`src/rtl/core/mzf_pkg.sv`:
```
package mzf_pkg;

   localparam int STATE_FRAC_BITS = 24;
   localparam int SAMPLE_BITS     = 24;
   localparam int VAL_BITS        = 64;
   localparam int MUL_STEPS       = 34;
   localparam int DIV_STEPS       = 64;
   localparam int NREG            = 13;

   localparam logic signed [VAL_BITS-1:0] ONE_Q  = 64'sd1 <<< STATE_FRAC_BITS;
   localparam logic signed [VAL_BITS-1:0] THREE_Q = 64'sd3 <<< STATE_FRAC_BITS;
   localparam logic signed [VAL_BITS-1:0] C27_Q  = 64'sd27 <<< STATE_FRAC_BITS;

   localparam logic [16:0] Q16_ONE   = 17'd65536;
   localparam logic [16:0] Q16_HALF  = 17'd32768;
   localparam logic [15:0] GAIN_MIN  = 16'd7;
   localparam logic [15:0] GAIN_MAX  = 16'd65405;
   localparam logic [15:0] GAIN_RST  = 16'd6554;
   localparam int K_LADDER  = 258867;
   localparam int K_SALLEN  = 163840;
   localparam int K_CASCADE = 62915;
   localparam int K_SVF     = 63570;
   localparam int K_SPREAD  = 47186;

   // configuration register indexes
   typedef enum logic [2:0] {
      CSR_MODEL = 3'd0,
      CSR_GAIN  = 3'd1,
      CSR_KNOB  = 3'd2,
      CSR_MORPH = 3'd3
   } csr_idx_type;

   typedef enum logic [1:0] {
      MDL_LADDER  = 2'd0,
      MDL_SALLEN  = 2'd1,
      MDL_CASCADE = 2'd2,
      MDL_SVF     = 2'd3
   } model_type;

   typedef enum logic [3:0] {
      OP_ADD, OP_SUB, OP_MUL, OP_MULQ, OP_MULF, OP_DIV, OP_CLAMP, OP_SELM, OP_END
   } op_type;

   // operand sources: working registers below 16, derived constants from 16 up
   typedef enum logic [4:0] {
      R_X = 5'd0, R_S0 = 5'd1, R_S1 = 5'd2, R_S2 = 5'd3, R_S3 = 5'd4,
      R_RES = 5'd5, R_D = 5'd6, R_T = 5'd7, R_U = 5'd8, R_V = 5'd9,
      R_HP = 5'd10, R_BP = 5'd11, R_Y = 5'd12,
      C_G = 5'd16, C_K = 5'd17, C_M = 5'd18, C_ONE16 = 5'd19, C_TWO16 = 5'd20,
      C_HALF = 5'd21, C_NINE = 5'd22, C_C27 = 5'd23, C_KLAD = 5'd24,
      C_KSAL = 5'd25, C_KCAS = 5'd26, C_KSVF = 5'd27, C_KSPR = 5'd28
   } src_type;

   typedef struct packed {
      op_type  op;
      src_type dst;
      src_type a;
      src_type b;
   } uop_type;

   typedef enum logic [2:0] {
      ST_IDLE, ST_FETCH_A, ST_FETCH_B, ST_START, ST_WAIT, ST_CHECK
   } st_type;

   localparam logic [7:0] PC_LADDER  = 8'd0;
   localparam logic [7:0] PC_SALLEN  = 8'd55;
   localparam logic [7:0] PC_CASCADE = 8'd82;
   localparam logic [7:0] PC_SVF     = 8'd103;

   function automatic uop_type mk(input op_type op, input src_type d,
                                  input src_type a, input src_type b);
      uop_type u;
      u.op  = op;
      u.dst = d;
      u.a   = a;
      u.b   = b;
      return u;
   endfunction

   function automatic logic [7:0] start_pc(input logic [1:0] model);
      logic [7:0] p;
      case (model)
         MDL_LADDER:  p = PC_LADDER;
         MDL_SALLEN:  p = PC_SALLEN;
         MDL_CASCADE: p = PC_CASCADE;
         MDL_SVF:     p = PC_SVF;
         default:     p = PC_LADDER;
      endcase
      return p;
   endfunction

   // Microprogram. Saturator on T uses U and V as scratch.
   function automatic uop_type prog_rom(input logic [7:0] pc);
      uop_type u;
      case (pc)
         // four-pole ladder
         8'd0:   u = mk(OP_MULQ, R_RES, C_K, C_KLAD);
         8'd1:   u = mk(OP_MULQ, R_T, R_S3, R_RES);
         8'd2:   u = mk(OP_MULF, R_U, R_T, R_T);
         8'd3:   u = mk(OP_MUL, R_V, R_U, C_NINE);
         8'd4:   u = mk(OP_ADD, R_V, R_V, C_C27);
         8'd5:   u = mk(OP_ADD, R_U, R_U, C_C27);
         8'd6:   u = mk(OP_MUL, R_U, R_U, R_T);
         8'd7:   u = mk(OP_DIV, R_U, R_U, R_V);
         8'd8:   u = mk(OP_CLAMP, R_T, R_T, R_U);
         8'd9:   u = mk(OP_SUB, R_T, R_X, R_T);
         8'd10:  u = mk(OP_MULF, R_U, R_T, R_T);
         8'd11:  u = mk(OP_MUL, R_V, R_U, C_NINE);
         8'd12:  u = mk(OP_ADD, R_V, R_V, C_C27);
         8'd13:  u = mk(OP_ADD, R_U, R_U, C_C27);
         8'd14:  u = mk(OP_MUL, R_U, R_U, R_T);
         8'd15:  u = mk(OP_DIV, R_U, R_U, R_V);
         8'd16:  u = mk(OP_CLAMP, R_T, R_T, R_U);
         8'd17:  u = mk(OP_SUB, R_V, R_T, R_S0);
         8'd18:  u = mk(OP_MULQ, R_V, R_V, C_G);
         8'd19:  u = mk(OP_ADD, R_T, R_V, R_S0);
         8'd20:  u = mk(OP_ADD, R_S0, R_T, R_V);
         8'd21:  u = mk(OP_MULF, R_U, R_T, R_T);
         8'd22:  u = mk(OP_MUL, R_V, R_U, C_NINE);
         8'd23:  u = mk(OP_ADD, R_V, R_V, C_C27);
         8'd24:  u = mk(OP_ADD, R_U, R_U, C_C27);
         8'd25:  u = mk(OP_MUL, R_U, R_U, R_T);
         8'd26:  u = mk(OP_DIV, R_U, R_U, R_V);
         8'd27:  u = mk(OP_CLAMP, R_T, R_T, R_U);
         8'd28:  u = mk(OP_SUB, R_V, R_T, R_S1);
         8'd29:  u = mk(OP_MULQ, R_V, R_V, C_G);
         8'd30:  u = mk(OP_ADD, R_T, R_V, R_S1);
         8'd31:  u = mk(OP_ADD, R_S1, R_T, R_V);
         8'd32:  u = mk(OP_MULF, R_U, R_T, R_T);
         8'd33:  u = mk(OP_MUL, R_V, R_U, C_NINE);
         8'd34:  u = mk(OP_ADD, R_V, R_V, C_C27);
         8'd35:  u = mk(OP_ADD, R_U, R_U, C_C27);
         8'd36:  u = mk(OP_MUL, R_U, R_U, R_T);
         8'd37:  u = mk(OP_DIV, R_U, R_U, R_V);
         8'd38:  u = mk(OP_CLAMP, R_T, R_T, R_U);
         8'd39:  u = mk(OP_SUB, R_V, R_T, R_S2);
         8'd40:  u = mk(OP_MULQ, R_V, R_V, C_G);
         8'd41:  u = mk(OP_ADD, R_T, R_V, R_S2);
         8'd42:  u = mk(OP_ADD, R_S2, R_T, R_V);
         8'd43:  u = mk(OP_MULF, R_U, R_T, R_T);
         8'd44:  u = mk(OP_MUL, R_V, R_U, C_NINE);
         8'd45:  u = mk(OP_ADD, R_V, R_V, C_C27);
         8'd46:  u = mk(OP_ADD, R_U, R_U, C_C27);
         8'd47:  u = mk(OP_MUL, R_U, R_U, R_T);
         8'd48:  u = mk(OP_DIV, R_U, R_U, R_V);
         8'd49:  u = mk(OP_CLAMP, R_T, R_T, R_U);
         8'd50:  u = mk(OP_SUB, R_V, R_T, R_S3);
         8'd51:  u = mk(OP_MULQ, R_V, R_V, C_G);
         8'd52:  u = mk(OP_ADD, R_Y, R_V, R_S3);
         8'd53:  u = mk(OP_ADD, R_S3, R_Y, R_V);
         8'd54:  u = mk(OP_END, R_X, R_X, R_X);
         // two-pole with saturated feedback
         8'd55:  u = mk(OP_MULQ, R_RES, C_K, C_KSAL);
         8'd56:  u = mk(OP_MULQ, R_T, R_S1, R_RES);
         8'd57:  u = mk(OP_MULF, R_U, R_T, R_T);
         8'd58:  u = mk(OP_MUL, R_V, R_U, C_NINE);
         8'd59:  u = mk(OP_ADD, R_V, R_V, C_C27);
         8'd60:  u = mk(OP_ADD, R_U, R_U, C_C27);
         8'd61:  u = mk(OP_MUL, R_U, R_U, R_T);
         8'd62:  u = mk(OP_DIV, R_U, R_U, R_V);
         8'd63:  u = mk(OP_CLAMP, R_T, R_T, R_U);
         8'd64:  u = mk(OP_ADD, R_U, C_G, C_TWO16);
         8'd65:  u = mk(OP_MULQ, R_D, R_U, C_G);
         8'd66:  u = mk(OP_ADD, R_D, R_D, C_ONE16);
         8'd67:  u = mk(OP_ADD, R_U, C_G, C_G);
         8'd68:  u = mk(OP_ADD, R_U, R_U, C_ONE16);
         8'd69:  u = mk(OP_MULQ, R_U, R_S0, R_U);
         8'd70:  u = mk(OP_SUB, R_V, R_X, R_T);
         8'd71:  u = mk(OP_SUB, R_V, R_V, R_U);
         8'd72:  u = mk(OP_SUB, R_V, R_V, R_S1);
         8'd73:  u = mk(OP_MUL, R_V, R_V, C_ONE16);
         8'd74:  u = mk(OP_DIV, R_HP, R_V, R_D);
         8'd75:  u = mk(OP_MULQ, R_U, R_HP, C_G);
         8'd76:  u = mk(OP_ADD, R_BP, R_U, R_S0);
         8'd77:  u = mk(OP_ADD, R_S0, R_BP, R_U);
         8'd78:  u = mk(OP_MULQ, R_U, R_BP, C_G);
         8'd79:  u = mk(OP_ADD, R_Y, R_U, R_S1);
         8'd80:  u = mk(OP_ADD, R_S1, R_Y, R_U);
         8'd81:  u = mk(OP_END, R_X, R_X, R_X);
         // linear cascade, last pole scaled
         8'd82:  u = mk(OP_MULQ, R_RES, C_K, C_KCAS);
         8'd83:  u = mk(OP_MULQ, R_D, C_G, C_KSPR);
         8'd84:  u = mk(OP_MULQ, R_T, R_S3, R_RES);
         8'd85:  u = mk(OP_SUB, R_T, R_X, R_T);
         8'd86:  u = mk(OP_SUB, R_V, R_T, R_S0);
         8'd87:  u = mk(OP_MULQ, R_V, R_V, C_G);
         8'd88:  u = mk(OP_ADD, R_T, R_V, R_S0);
         8'd89:  u = mk(OP_ADD, R_S0, R_T, R_V);
         8'd90:  u = mk(OP_SUB, R_V, R_T, R_S1);
         8'd91:  u = mk(OP_MULQ, R_V, R_V, C_G);
         8'd92:  u = mk(OP_ADD, R_T, R_V, R_S1);
         8'd93:  u = mk(OP_ADD, R_S1, R_T, R_V);
         8'd94:  u = mk(OP_SUB, R_V, R_T, R_S2);
         8'd95:  u = mk(OP_MULQ, R_V, R_V, C_G);
         8'd96:  u = mk(OP_ADD, R_T, R_V, R_S2);
         8'd97:  u = mk(OP_ADD, R_S2, R_T, R_V);
         8'd98:  u = mk(OP_SUB, R_V, R_T, R_S3);
         8'd99:  u = mk(OP_MULQ, R_V, R_V, R_D);
         8'd100: u = mk(OP_ADD, R_Y, R_V, R_S3);
         8'd101: u = mk(OP_ADD, R_S3, R_Y, R_V);
         8'd102: u = mk(OP_END, R_X, R_X, R_X);
         // state-variable with output morph
         8'd103: u = mk(OP_MULQ, R_U, C_K, C_KSVF);
         8'd104: u = mk(OP_SUB, R_U, C_ONE16, R_U);
         8'd105: u = mk(OP_ADD, R_U, R_U, R_U);
         8'd106: u = mk(OP_ADD, R_U, R_U, C_G);
         8'd107: u = mk(OP_MULQ, R_D, C_G, R_U);
         8'd108: u = mk(OP_ADD, R_D, R_D, C_ONE16);
         8'd109: u = mk(OP_MULQ, R_V, R_S0, R_U);
         8'd110: u = mk(OP_SUB, R_V, R_X, R_V);
         8'd111: u = mk(OP_SUB, R_V, R_V, R_S1);
         8'd112: u = mk(OP_MUL, R_V, R_V, C_ONE16);
         8'd113: u = mk(OP_DIV, R_HP, R_V, R_D);
         8'd114: u = mk(OP_MULQ, R_U, R_HP, C_G);
         8'd115: u = mk(OP_ADD, R_BP, R_U, R_S0);
         8'd116: u = mk(OP_ADD, R_S0, R_U, R_BP);
         8'd117: u = mk(OP_MULQ, R_U, R_BP, C_G);
         8'd118: u = mk(OP_ADD, R_Y, R_U, R_S1);
         8'd119: u = mk(OP_ADD, R_S1, R_U, R_Y);
         8'd120: u = mk(OP_ADD, R_T, C_M, C_M);
         8'd121: u = mk(OP_MULQ, R_T, R_HP, R_T);
         8'd122: u = mk(OP_ADD, R_T, R_Y, R_T);
         8'd123: u = mk(OP_SUB, R_U, C_M, C_HALF);
         8'd124: u = mk(OP_ADD, R_U, R_U, R_U);
         8'd125: u = mk(OP_MULQ, R_U, R_Y, R_U);
         8'd126: u = mk(OP_ADD, R_V, R_Y, R_HP);
         8'd127: u = mk(OP_SUB, R_V, R_V, R_U);
         8'd128: u = mk(OP_SELM, R_Y, R_T, R_V);
         default: u = mk(OP_END, R_X, R_X, R_X);
      endcase
      return u;
   endfunction

endpackage

```
`src/rtl/core/mzf_alu.sv`:
```
module mzf_alu (
   input  logic                               clock,
   input  logic                               reset,
   input  logic                               start,
   input  mzf_pkg::op_type                    op,
   input  logic signed [mzf_pkg::VAL_BITS-1:0] opa,
   input  logic signed [mzf_pkg::VAL_BITS-1:0] opb,
   output logic                               done,
   output logic signed [mzf_pkg::VAL_BITS-1:0] result
);
   import mzf_pkg::*;

   logic                       busy_ff, busy_in;
   logic                       done_ff, done_in;
   op_type                     op_ff, op_in;
   logic [5:0]                 cnt_ff, cnt_in;
   logic signed [VAL_BITS-1:0] acc_ff, acc_in;
   logic signed [VAL_BITS-1:0] mcand_ff, mcand_in;
   logic [MUL_STEPS-1:0]       mplier_ff, mplier_in;
   logic [VAL_BITS-1:0]        rem_ff, rem_in;
   logic [VAL_BITS-1:0]        quo_ff, quo_in;
   logic [VAL_BITS-1:0]        dvs_ff, dvs_in;
   logic                       neg_ff, neg_in;
   logic signed [VAL_BITS-1:0] result_ff, result_in;
   logic signed [VAL_BITS-1:0] sum;
   logic [VAL_BITS-1:0]        rem_sh;

   assign done   = done_ff;
   assign result = result_ff;

   // one unit serves add, subtract, clamp, shift-add multiply and restoring divide
   always_comb begin
      busy_in   = busy_ff;
      done_in   = 1'b0;
      op_in     = op_ff;
      cnt_in    = cnt_ff;
      acc_in    = acc_ff;
      mcand_in  = mcand_ff;
      mplier_in = mplier_ff;
      rem_in    = rem_ff;
      quo_in    = quo_ff;
      dvs_in    = dvs_ff;
      neg_in    = neg_ff;
      result_in = result_ff;
      sum       = acc_ff;
      rem_sh    = {rem_ff[VAL_BITS-2:0], quo_ff[VAL_BITS-1]};
      if (start) begin
         op_in  = op;
         cnt_in = '0;
         case (op)
            OP_ADD: begin
               result_in = opa + opb;
               done_in   = 1'b1;
            end
            OP_SUB: begin
               result_in = opa - opb;
               done_in   = 1'b1;
            end
            OP_CLAMP: begin
               if (opa >= THREE_Q)       result_in = ONE_Q;
               else if (opa <= -THREE_Q) result_in = -ONE_Q;
               else                      result_in = opb;
               done_in = 1'b1;
            end
            OP_MUL, OP_MULQ, OP_MULF: begin
               acc_in    = '0;
               mcand_in  = opa;
               mplier_in = opb[MUL_STEPS-1:0];
               busy_in   = 1'b1;
            end
            OP_DIV: begin
               rem_in  = '0;
               quo_in  = opa[VAL_BITS-1] ? -opa : opa;
               dvs_in  = opb[VAL_BITS-1] ? -opb : opb;
               neg_in  = opa[VAL_BITS-1] ^ opb[VAL_BITS-1];
               busy_in = 1'b1;
            end
            default: begin
               result_in = '0;
               done_in   = 1'b1;
            end
         endcase
      end else if (busy_ff) begin
         cnt_in = cnt_ff + 6'd1;
         case (op_ff)
            OP_DIV: begin
               // one quotient bit per cycle
               if (rem_sh >= dvs_ff) begin
                  rem_in = rem_sh - dvs_ff;
                  quo_in = {quo_ff[VAL_BITS-2:0], 1'b1};
               end else begin
                  rem_in = rem_sh;
                  quo_in = {quo_ff[VAL_BITS-2:0], 1'b0};
               end
               if (cnt_ff == 6'(DIV_STEPS - 1)) begin
                  busy_in   = 1'b0;
                  done_in   = 1'b1;
                  result_in = neg_ff ? -$signed(quo_in) : $signed(quo_in);
               end
            end
            default: begin
               // top multiplier bit carries negative weight
               if (mplier_ff[0]) begin
                  if (cnt_ff == 6'(MUL_STEPS - 1)) sum = acc_ff - mcand_ff;
                  else                              sum = acc_ff + mcand_ff;
               end
               acc_in    = sum;
               mcand_in  = mcand_ff <<< 1;
               mplier_in = mplier_ff >> 1;
               if (cnt_ff == 6'(MUL_STEPS - 1)) begin
                  busy_in = 1'b0;
                  done_in = 1'b1;
                  case (op_ff)
                     OP_MULQ: result_in = (sum + 64'sd32768) >>> 16;
                     OP_MULF: result_in = (sum + (64'sd1 <<< (STATE_FRAC_BITS - 1)))
                                          >>> STATE_FRAC_BITS;
                     default: result_in = sum;
                  endcase
               end
            end
         endcase
      end
   end

   always_ff @(posedge clock) begin
      if (reset) begin
         busy_ff <= 1'b0;
         done_ff <= 1'b0;
         op_ff   <= OP_ADD;
         cnt_ff  <= '0;
      end else begin
         busy_ff <= busy_in;
         done_ff <= done_in;
         op_ff   <= op_in;
         cnt_ff  <= cnt_in;
      end
      acc_ff    <= acc_in;
      mcand_ff  <= mcand_in;
      mplier_ff <= mplier_in;
      rem_ff    <= rem_in;
      quo_ff    <= quo_in;
      dvs_ff    <= dvs_in;
      neg_ff    <= neg_in;
      result_ff <= result_in;
   end

   a_no_restart: assert property (@(posedge clock) disable iff (reset)
      busy_ff |-> !start) else $error("alu started while busy");
   a_done_idle: assert property (@(posedge clock) disable iff (reset)
      done_ff |-> !busy_ff) else $error("alu done while still busy");
   a_cnt_bound: assert property (@(posedge clock) disable iff (reset)
      busy_ff && op_ff != OP_DIV |-> cnt_ff < 6'(MUL_STEPS))
      else $error("multiply ran past its step count");

endmodule

```
`config.mk`:
```
export PLATFORM = sky130hd
export DESIGN_NAME = mzf_alu
export DESIGN_NICKNAME = d
export VERILOG_FILES = /design/src/rtl/core/mzf_pkg.sv /design/src/rtl/core/mzf_alu.sv
export SDC_FILE = /design/constraint.sdc
export NUM_CORES = 2
export LEC_CHECK = 0
export BUFFER_PORTS_ARGS = -buffer_cell sky130_fd_sc_hd__buf_2
export CORE_MARGIN = 2
export CORE_UTILIZATION = 50
export CTS_CLUSTER_SIZE = 14
export DETAILED_ROUTE_END_ITERATION = 10
export PLACE_DENSITY = 0.69
export SYNTH_ARGS = -nofsm -noshare
export SYNTH_HDL_FRONTEND = slang
export SYNTH_SLANG_ARGS = --single-unit
export TNS_END_PERCENT = 100
```
`constraint.sdc`:
```
create_clock -name clock -period 20.3 [get_ports clock]
set_clock_uncertainty 0.05 [all_clocks]
set_input_delay 3.045 -clock clock [delete_from_list [all_inputs] [get_ports clock]]
set_output_delay 3.045 -clock clock [all_outputs]
set_load 0.03 [all_outputs]
```
Word level (Yosys, flattened, before mapping). Cells that the tools add are included.

Word-level logic and storage cells: 110. Register bits: 430. Input bits: 135. Output and inout bits: 65.

Order comparisons: 3. Equal/unequal tests: 17. Bitwise gates (word level): 1. Add/sub/neg operators: 11. Muxes and demuxes: 54. Reductions and logical operators: 11.

Operators by type and width (number): 64-bit two-way mux (29); 63-bit two-way mux (6); 64-bit case mux with 4 select lines (1); 64-bit negation (3); 34-bit two-way mux (4); 64-bit adder (2); 64-bit case mux with 2 select lines (1); 64-bit subtractor (2); 64-bit by 17-bit adder with 64-bit output (second input constant) (1); 64-bit by 25-bit adder with 64-bit output (second input constant) (1); 64-bit by 27-bit greater-or-equal comparator with 1-bit output (second input constant) (1); 64-bit greater-or-equal comparator (1); 64-bit by 27-bit <= comparator with 1-bit output (second input constant) (1); 63-bit subtractor (1); 4-bit by 3-bit == test with 1-bit output (second input constant) (5); 1-bit two-way mux (13); 4-bit by 2-bit == test with 1-bit output (second input constant) (3); 6-bit == test (second input constant) (2); 6-bit by 1-bit adder with 6-bit output (second input constant) (1); 2-bit inequality test (second input constant) (3); 3-bit AND reduction (2); 4-bit by 1-bit == test with 1-bit output (second input constant) (1); 4-bit zero test (1); 2-bit by 1-bit inequality test with 1-bit output (second input constant) (2); 9 further kinds (10).

Longest topological paths before layout.
Depth after elaboration: 12. Depth in mapped cells: 29. Mapped depth without buffers: 27.

Least setup slack after synthesis. No wires, ideal clock.

Kind: in2reg. Start point: in start. End point: reg acc_ff[0], enable pin. Required time: 19.343 ns. Stages: 4. Setup slack: 4.358 ns. Setup time: 0.907 ns. Data arrival time: 14.985 ns. Buffers on the path: 3. Path through: clkbuf_1 -> clkbuf_1 -> clkbuf_1 -> o21ai_0.

Longest elaborated chain between the ends: 2. Elaborated cells on any way between the ends: 4.

Ends and longest elaborated chain: start, declared (RTL line mzf_alu.sv:4) `input logic start,`; 2-bit by 1-bit inequality test with 1-bit output (no source line), or another cell as far along; 3-bit AND reduction (no source line) (*); end signal, assigned (RTL line mzf_alu.sv:137) `acc_ff <= acc_in;`; end, declared (RTL line mzf_alu.sv:17) `logic signed [VAL_BITS-1:0] acc_ff, acc_in;`.

Every way passes the cells marked *; elsewhere a longest branch is shown, timed or not. A chain may end at the register's enable or synchronous reset.

Worst setup path after layout.
Start point: in opb[3] (netlist name). End point: reg result_ff[58], in the netlist result[58] (data pin).

Longest elaborated chain between the ends: 3. Elaborated cells on any way between the ends: 4.

Ends and longest elaborated chain: start, declared (RTL line mzf_alu.sv:7) `input logic signed [mzf_pkg::VAL_BITS-1:0] opb,`; 64-bit subtractor / 64-bit adder (equally long branches) (RTL line mzf_alu.sv:56, mzf_alu.sv:52); 64-bit case mux with 4 select lines (*) (RTL line mzf_alu.sv:50) `case (op)`; 64-bit two-way mux (*) (RTL line mzf_alu.sv:47) `if (start) begin`; named net result_in[58] (RTL line mzf_alu.sv:24) `logic signed [VAL_BITS-1:0] result_ff, result_in;`; end signal, assigned (RTL line mzf_alu.sv:144) `result_ff <= result_in;`; end, declared (RTL line mzf_alu.sv:24).

The timed path passes the listed nets; every way through them passes the cells marked *.

==> results.md <==
Outcome:
- The flow ran to the end, and the final reports show no timing, DRC or antenna violations.

Route:
- The total via count after detailed routing is about 38000.
- The count of nets left with antenna violations once routing finished came out at 0.
- For this block, the initial DRC count from the detailed router was 4515.
- Summed over all layers, the routed wires come to ~140000 µm.
- For this run, design rule violations remaining after detail routing come to 0.
- The first detailed-routing pass ran for 6 iterations.
- In the routed layout, each cell is associated on average with a via count of 6.553.
- After detailed routing, the average wire length per cell comes to around 25 µm.

Synthesis:
- By area the synthesized netlist is led by sky130_fd_sc_hd__edfxtp_1 31%, sky130_fd_sc_hd__xor2_1 6.3%, sky130_fd_sc_hd__ha_1 6.2%, sky130_fd_sc_hd__a21oi_1 5.2%, sky130_fd_sc_hd__xnor2_1 5.1%.
- In the synthesized netlist, the number of instances is 4666.
- Of the synthesized area, sequential elements account for 31.94%.
- The number of distinct library cells after synthesis is between 100 and 150.
- In this run, synthesis inferred 418 flip-flops with an integrated enable.
- Synthesis inferred between 400 and 500 register bits.
- In this run the cell area of the synthesized design comes to roughly 40000 µm².
- The mean area per synthesized cell is between 8 and 9 µm².
- In the synthesized netlist the dominant register cell turns out to be sky130_fd_sc_hd__edfxtp_1.
- The net count of the mapped netlist is 5003.
- The cell type with the largest total area after synthesis is sky130_fd_sc_hd__edfxtp_1.
- The async set-reset flop share out of synthesis is 0%.
- The number of warnings issued by yosys is 0.
- The area fraction of the dominant cell type after synthesis is a little under a third.

Clocking:
- The buffers inserted during post-CTS setup optimization is 0.
- The longest clock path from root to sink contains 3 buffers.
- The clock reaches the later pin of the worst-skew pair after about 640 ps.
- The clock tree from TritonCTS is done.
- The H-tree was split into 2 levels.
- The post-CTS resize count is 0.
- The total clock buffers created by CTS is 53.
- The number of sinks on the clock net is between 400 and 500.
- The total of hold buffers inserted after clock tree synthesis is 0.
- The root buffer cell is sky130_fd_sc_hd__clkbuf_16.
- The clock transition at the register clock pins on the worst setup and hold paths after CTS is 60 ps.

Critical path:
- The number of buffers and inverters on the critical path is 1.
- The worst-path maximum fanout is 9.
- The worst stage delay on the critical path is 490 ps.
- The critical path in this run is classified as input port to flop.
- For this design, the slowest cell found on the critical path is sky130_fd_sc_hd__ha_1.
- The cell that appears most often on the critical path is sky130_fd_sc_hd__or3_1.
- The critical path runs through a total of 26 cells.
- The worst setup path is captured at a flop.
- Data on the critical path is required at its endpoint by between 20000 and 25000 ps.
- The worst register-to-register path has a depth of 20.
- The data arrival at the endpoint of the critical path is 10320 ps.
- The cell family contributing the most delay on the critical path is simple AND/OR/NAND/NOR gates.
- The worst setup path is launched from an input port.

Power:
- Registers are responsible for around 38% of the overall power.
- Total power for the finished layout comes to between 0.002 and 0.003 W.
- For this design the static power due to leakage is 16.47 nW.
- The internal power of the cells is 0.001853 W.
- For this design the ratio of total power to cell area is ~64 nW/µm².
- In this run, the clock network consumes a little over a third of the power.
- Combinational logic is responsible for a little over a quarter of the overall power.
- The net switching power figure is ~0.0009 W.
- The worst-case IR drop observed on VDD is 0.00005510 V.
- The switching portion of total power is between 30% and 40%.

STA:
- Setup repair after global routing left no endpoint under its margin.
- After layout, the worst setup slack is 10370 ps.
- The time the worst path needs with I/O delays and setup is approximately 10000 ps.
- The transition time of the tightest slew-check pin is between 1000 and 1500 ps.
- The worst-case headroom to the max-slew limit is 4.256%.
- After layout, the worst path uses about half of the clock period.
- Setup total negative slack on the finished layout was measured at 0 ps.
- The count of pins over their slew limit is 0.
- The count of final hold-check violations is 0.
- The count of final setup violators is 0.
- The upper clock frequency limit is about 100 MHz.

Finish:
- The non-filler instance count after layout is 5816.
- The final net count is around 5000.
- The leading cell type in the layout, fill and taps excluded is sky130_fd_sc_hd__nor2_1.
- The multi-input combinational cells in the finished layout cover a total of 25740 µm².
- The sequential cell area is 12790 µm².
- Counting the fill cells in the layout gives between 7000 and 8000.
- The area overhead of the layout relative to synthesis is 8.866%.
- Of the cells placed in the final design, the portion with a size suffix greater than 1 is a little under an eighth.
- Leaving out fill and tap cells, the most frequent cells in the layout are 446 x sky130_fd_sc_hd__nor2_1, 418 x sky130_fd_sc_hd__edfxtp_1, 417 x sky130_fd_sc_hd__nand2_1.

Placed design:
- The HPWL reported at the end of detailed placement is approximately 110000 µm.
- The final estimated routing congestion in global placement is just over 1.
- Counting tap cells, the placed design contains a total of roughly 5700 instances.
- The number of buffer cells added on primary ports is slightly below 200.
- The post-placement worst setup slack is about 9900 ps.

Global route:
- The final global-route overflow total is 0.
- The pin count of the biggest net entering global routing is about 170.
- The via count of the first global-routing pass is about 35000.
- The overall track demand over capacity in global routing is between 30% and 40%.
- The first global-routing pass estimated approximately 210000 µm of wire.
- The number of antenna violations at the first check in global routing is 35.

Worst hold path:
- The worst hold-check path type is flop to flop.
- The worst hold path was traced through 2 stages.

Floorplanning:
- The overall die area is around 82000 µm².
- The row count is 103.
- The I/O pin count is 200.
- The die is approximately 290 µm tall.
- The initial utilization of the core area, before any placement, comes to between 50% and 60%.
- The placeable core region is between 70000 and 80000 µm².
- The horizontal die dimension is approximately 290 µm.

Run:
- Across the run, the number of max-cap violations was 0.
==> cells by family after synthesis <==
kind of cell	Yosys count	synth area share, %
buffers and inverters	401	4.011
and+or+nand+nor	1573	19.36
muxes	139	3.793
AOI/OAI and AO/OA	1396	23.01
DFF	430	31.94
xor gates and xnor gates	525	11.52
adders and majority gates	202	6.367
==> worst reg2reg max path: stages (launching register included) <==
cell	delay (ps)
sky130_fd_sc_hd__edfxtp_1	490
sky130_fd_sc_hd__or4_1	570
sky130_fd_sc_hd__or3_1	410
sky130_fd_sc_hd__or3_1	390
sky130_fd_sc_hd__nor3_1	580
sky130_fd_sc_hd__nand2_1	460
sky130_fd_sc_hd__o41ai_1	450
sky130_fd_sc_hd__xor2_1	420
sky130_fd_sc_hd__ha_1	410
sky130_fd_sc_hd__a21oi_2	190
sky130_fd_sc_hd__o21ai_0	220
sky130_fd_sc_hd__a21o_1	280
sky130_fd_sc_hd__a21o_1	200
sky130_fd_sc_hd__a311o_1	330
sky130_fd_sc_hd__nand3_1	420
sky130_fd_sc_hd__o21ai_0	510
sky130_fd_sc_hd__nor4_1	1000
sky130_fd_sc_hd__nand4_1	310
sky130_fd_sc_hd__xor2_1	230
sky130_fd_sc_hd__nand2_1	110
sky130_fd_sc_hd__a221oi_1	970
==> state kept, by name (all words and copies together) (netlist names) <==
signal and count:
acc_ff 64, busy_ff 1, cnt_ff 6, done 1
dvs_ff 64, mcand_ff 64, mplier_ff 34, neg_ff 1
op_ff 4, quo_ff 64, rem_ff 63, result 64
==> final timing paths <==
| kind | start | to | slack (ps) |
|---|---|---|---|
| worst min register to register | cnt_ff[5]$_SDFFE_PP0P_ | cnt_ff[5]$_SDFFE_PP0P_ | 470 |
| worst max register to register | mcand_ff[5]$_DFFE_PP_ | result[27]$_DFFE_PP_ | 10960 |
| worst min-delay path | cnt_ff[5]$_SDFFE_PP0P_ | cnt_ff[5]$_SDFFE_PP0P_ | 470 |
| worst max-delay path | opb[3] | result[58]$_DFFE_PP_ | 10370 |
==> power groups by stage <==
stage / clock network (W) / logic (W) / registers [W]
after floorplan: 0 / 0.000469 / 0.00109
after global placement: 0 / 0.000701 / 0.00107
after detailed placement: 0 / 0.000705 / 0.00107
after CTS: 0.00100 / 0.000710 / 0.00105
after global routing: 0.00104 / 0.000780 / 0.00105
final: 0.000996 / 0.000728 / 0.00105
==> area by class of cell <==
class	count	area share, %
diodes	14	0.08035
clock buffers	66	3.203
clock inverters	29	0.8207
inverters	135	1.162
multi-input cells	3835	59.05
flip-flops and latches	430	29.34
well taps	1050	3.013
repair buffers	257	3.335
==> layer usage <==
| layer | track usage [%] | routed length [µm] | vias to the layer above |
|---|---|---|---|
| li1 | - | - | 17506 |
| met1 | 44.95 | 57970 | 18248 |
| met2 | 52.21 | 63800 | 1992 |
| met3 | 7.738 | 14860 | 332 |
| met4 | 13.11 | 5938 | 36 |
| met5 | 0 | 230 | - |
==> through the flow <==
step / area [µm²] / hold slack [ps] / utilization (%)
2_1_floorplan: 40050 / 425.2 / -
3_3_place_gp: 41810 / 447.7 / 52.84
3_5_place_dp: 41810 / 464.0 / 52.84
4_1_cts: 43570 / 472.1 / 55.06
5_1_grt: 43590 / 508.2 / 55.09
6_report: 43600 / 465.3 / 55.10
==> Yosys cell counts (25+ instances only) <==
| cell | count |
|---|---|
| sky130_fd_sc_hd__nand2b_1 | 54 |
| sky130_fd_sc_hd__nor2b_1 | 40 |
| sky130_fd_sc_hd__buf_2 | 36 |
| sky130_fd_sc_hd__xor2_1 | 290 |
| sky130_fd_sc_hd__edfxtp_1 | 418 |
| sky130_fd_sc_hd__a21oi_1 | 416 |
| sky130_fd_sc_hd__xnor2_1 | 233 |
| sky130_fd_sc_hd__o31ai_1 | 87 |
| sky130_fd_sc_hd__or3_1 | 80 |
| sky130_fd_sc_hd__a211oi_1 | 39 |
| sky130_fd_sc_hd__ha_1 | 199 |
| sky130_fd_sc_hd__nor4_1 | 40 |
| sky130_fd_sc_hd__o21a_1 | 33 |
| sky130_fd_sc_hd__a221oi_1 | 53 |
| sky130_fd_sc_hd__and2_1 | 42 |
| sky130_fd_sc_hd__nand4_1 | 96 |
| sky130_fd_sc_hd__nand3_1 | 83 |
| sky130_fd_sc_hd__a21o_1 | 95 |
| sky130_fd_sc_hd__o211ai_1 | 38 |
| sky130_fd_sc_hd__a31oi_1 | 30 |
| sky130_fd_sc_hd__o21ai_0 | 311 |
| sky130_fd_sc_hd__clkbuf_1 | 205 |
| sky130_fd_sc_hd__inv_1 | 134 |
| sky130_fd_sc_hd__or4_1 | 29 |
| sky130_fd_sc_hd__and3_1 | 38 |
| sky130_fd_sc_hd__o41ai_1 | 35 |
| sky130_fd_sc_hd__nor2_1 | 448 |
| sky130_fd_sc_hd__mux2i_1 | 37 |
| sky130_fd_sc_hd__mux2_2 | 102 |
| sky130_fd_sc_hd__o21bai_1 | 25 |
| sky130_fd_sc_hd__nor3_1 | 97 |
| sky130_fd_sc_hd__nand2_1 | 418 |
Power figures use the tool's default switching activity.
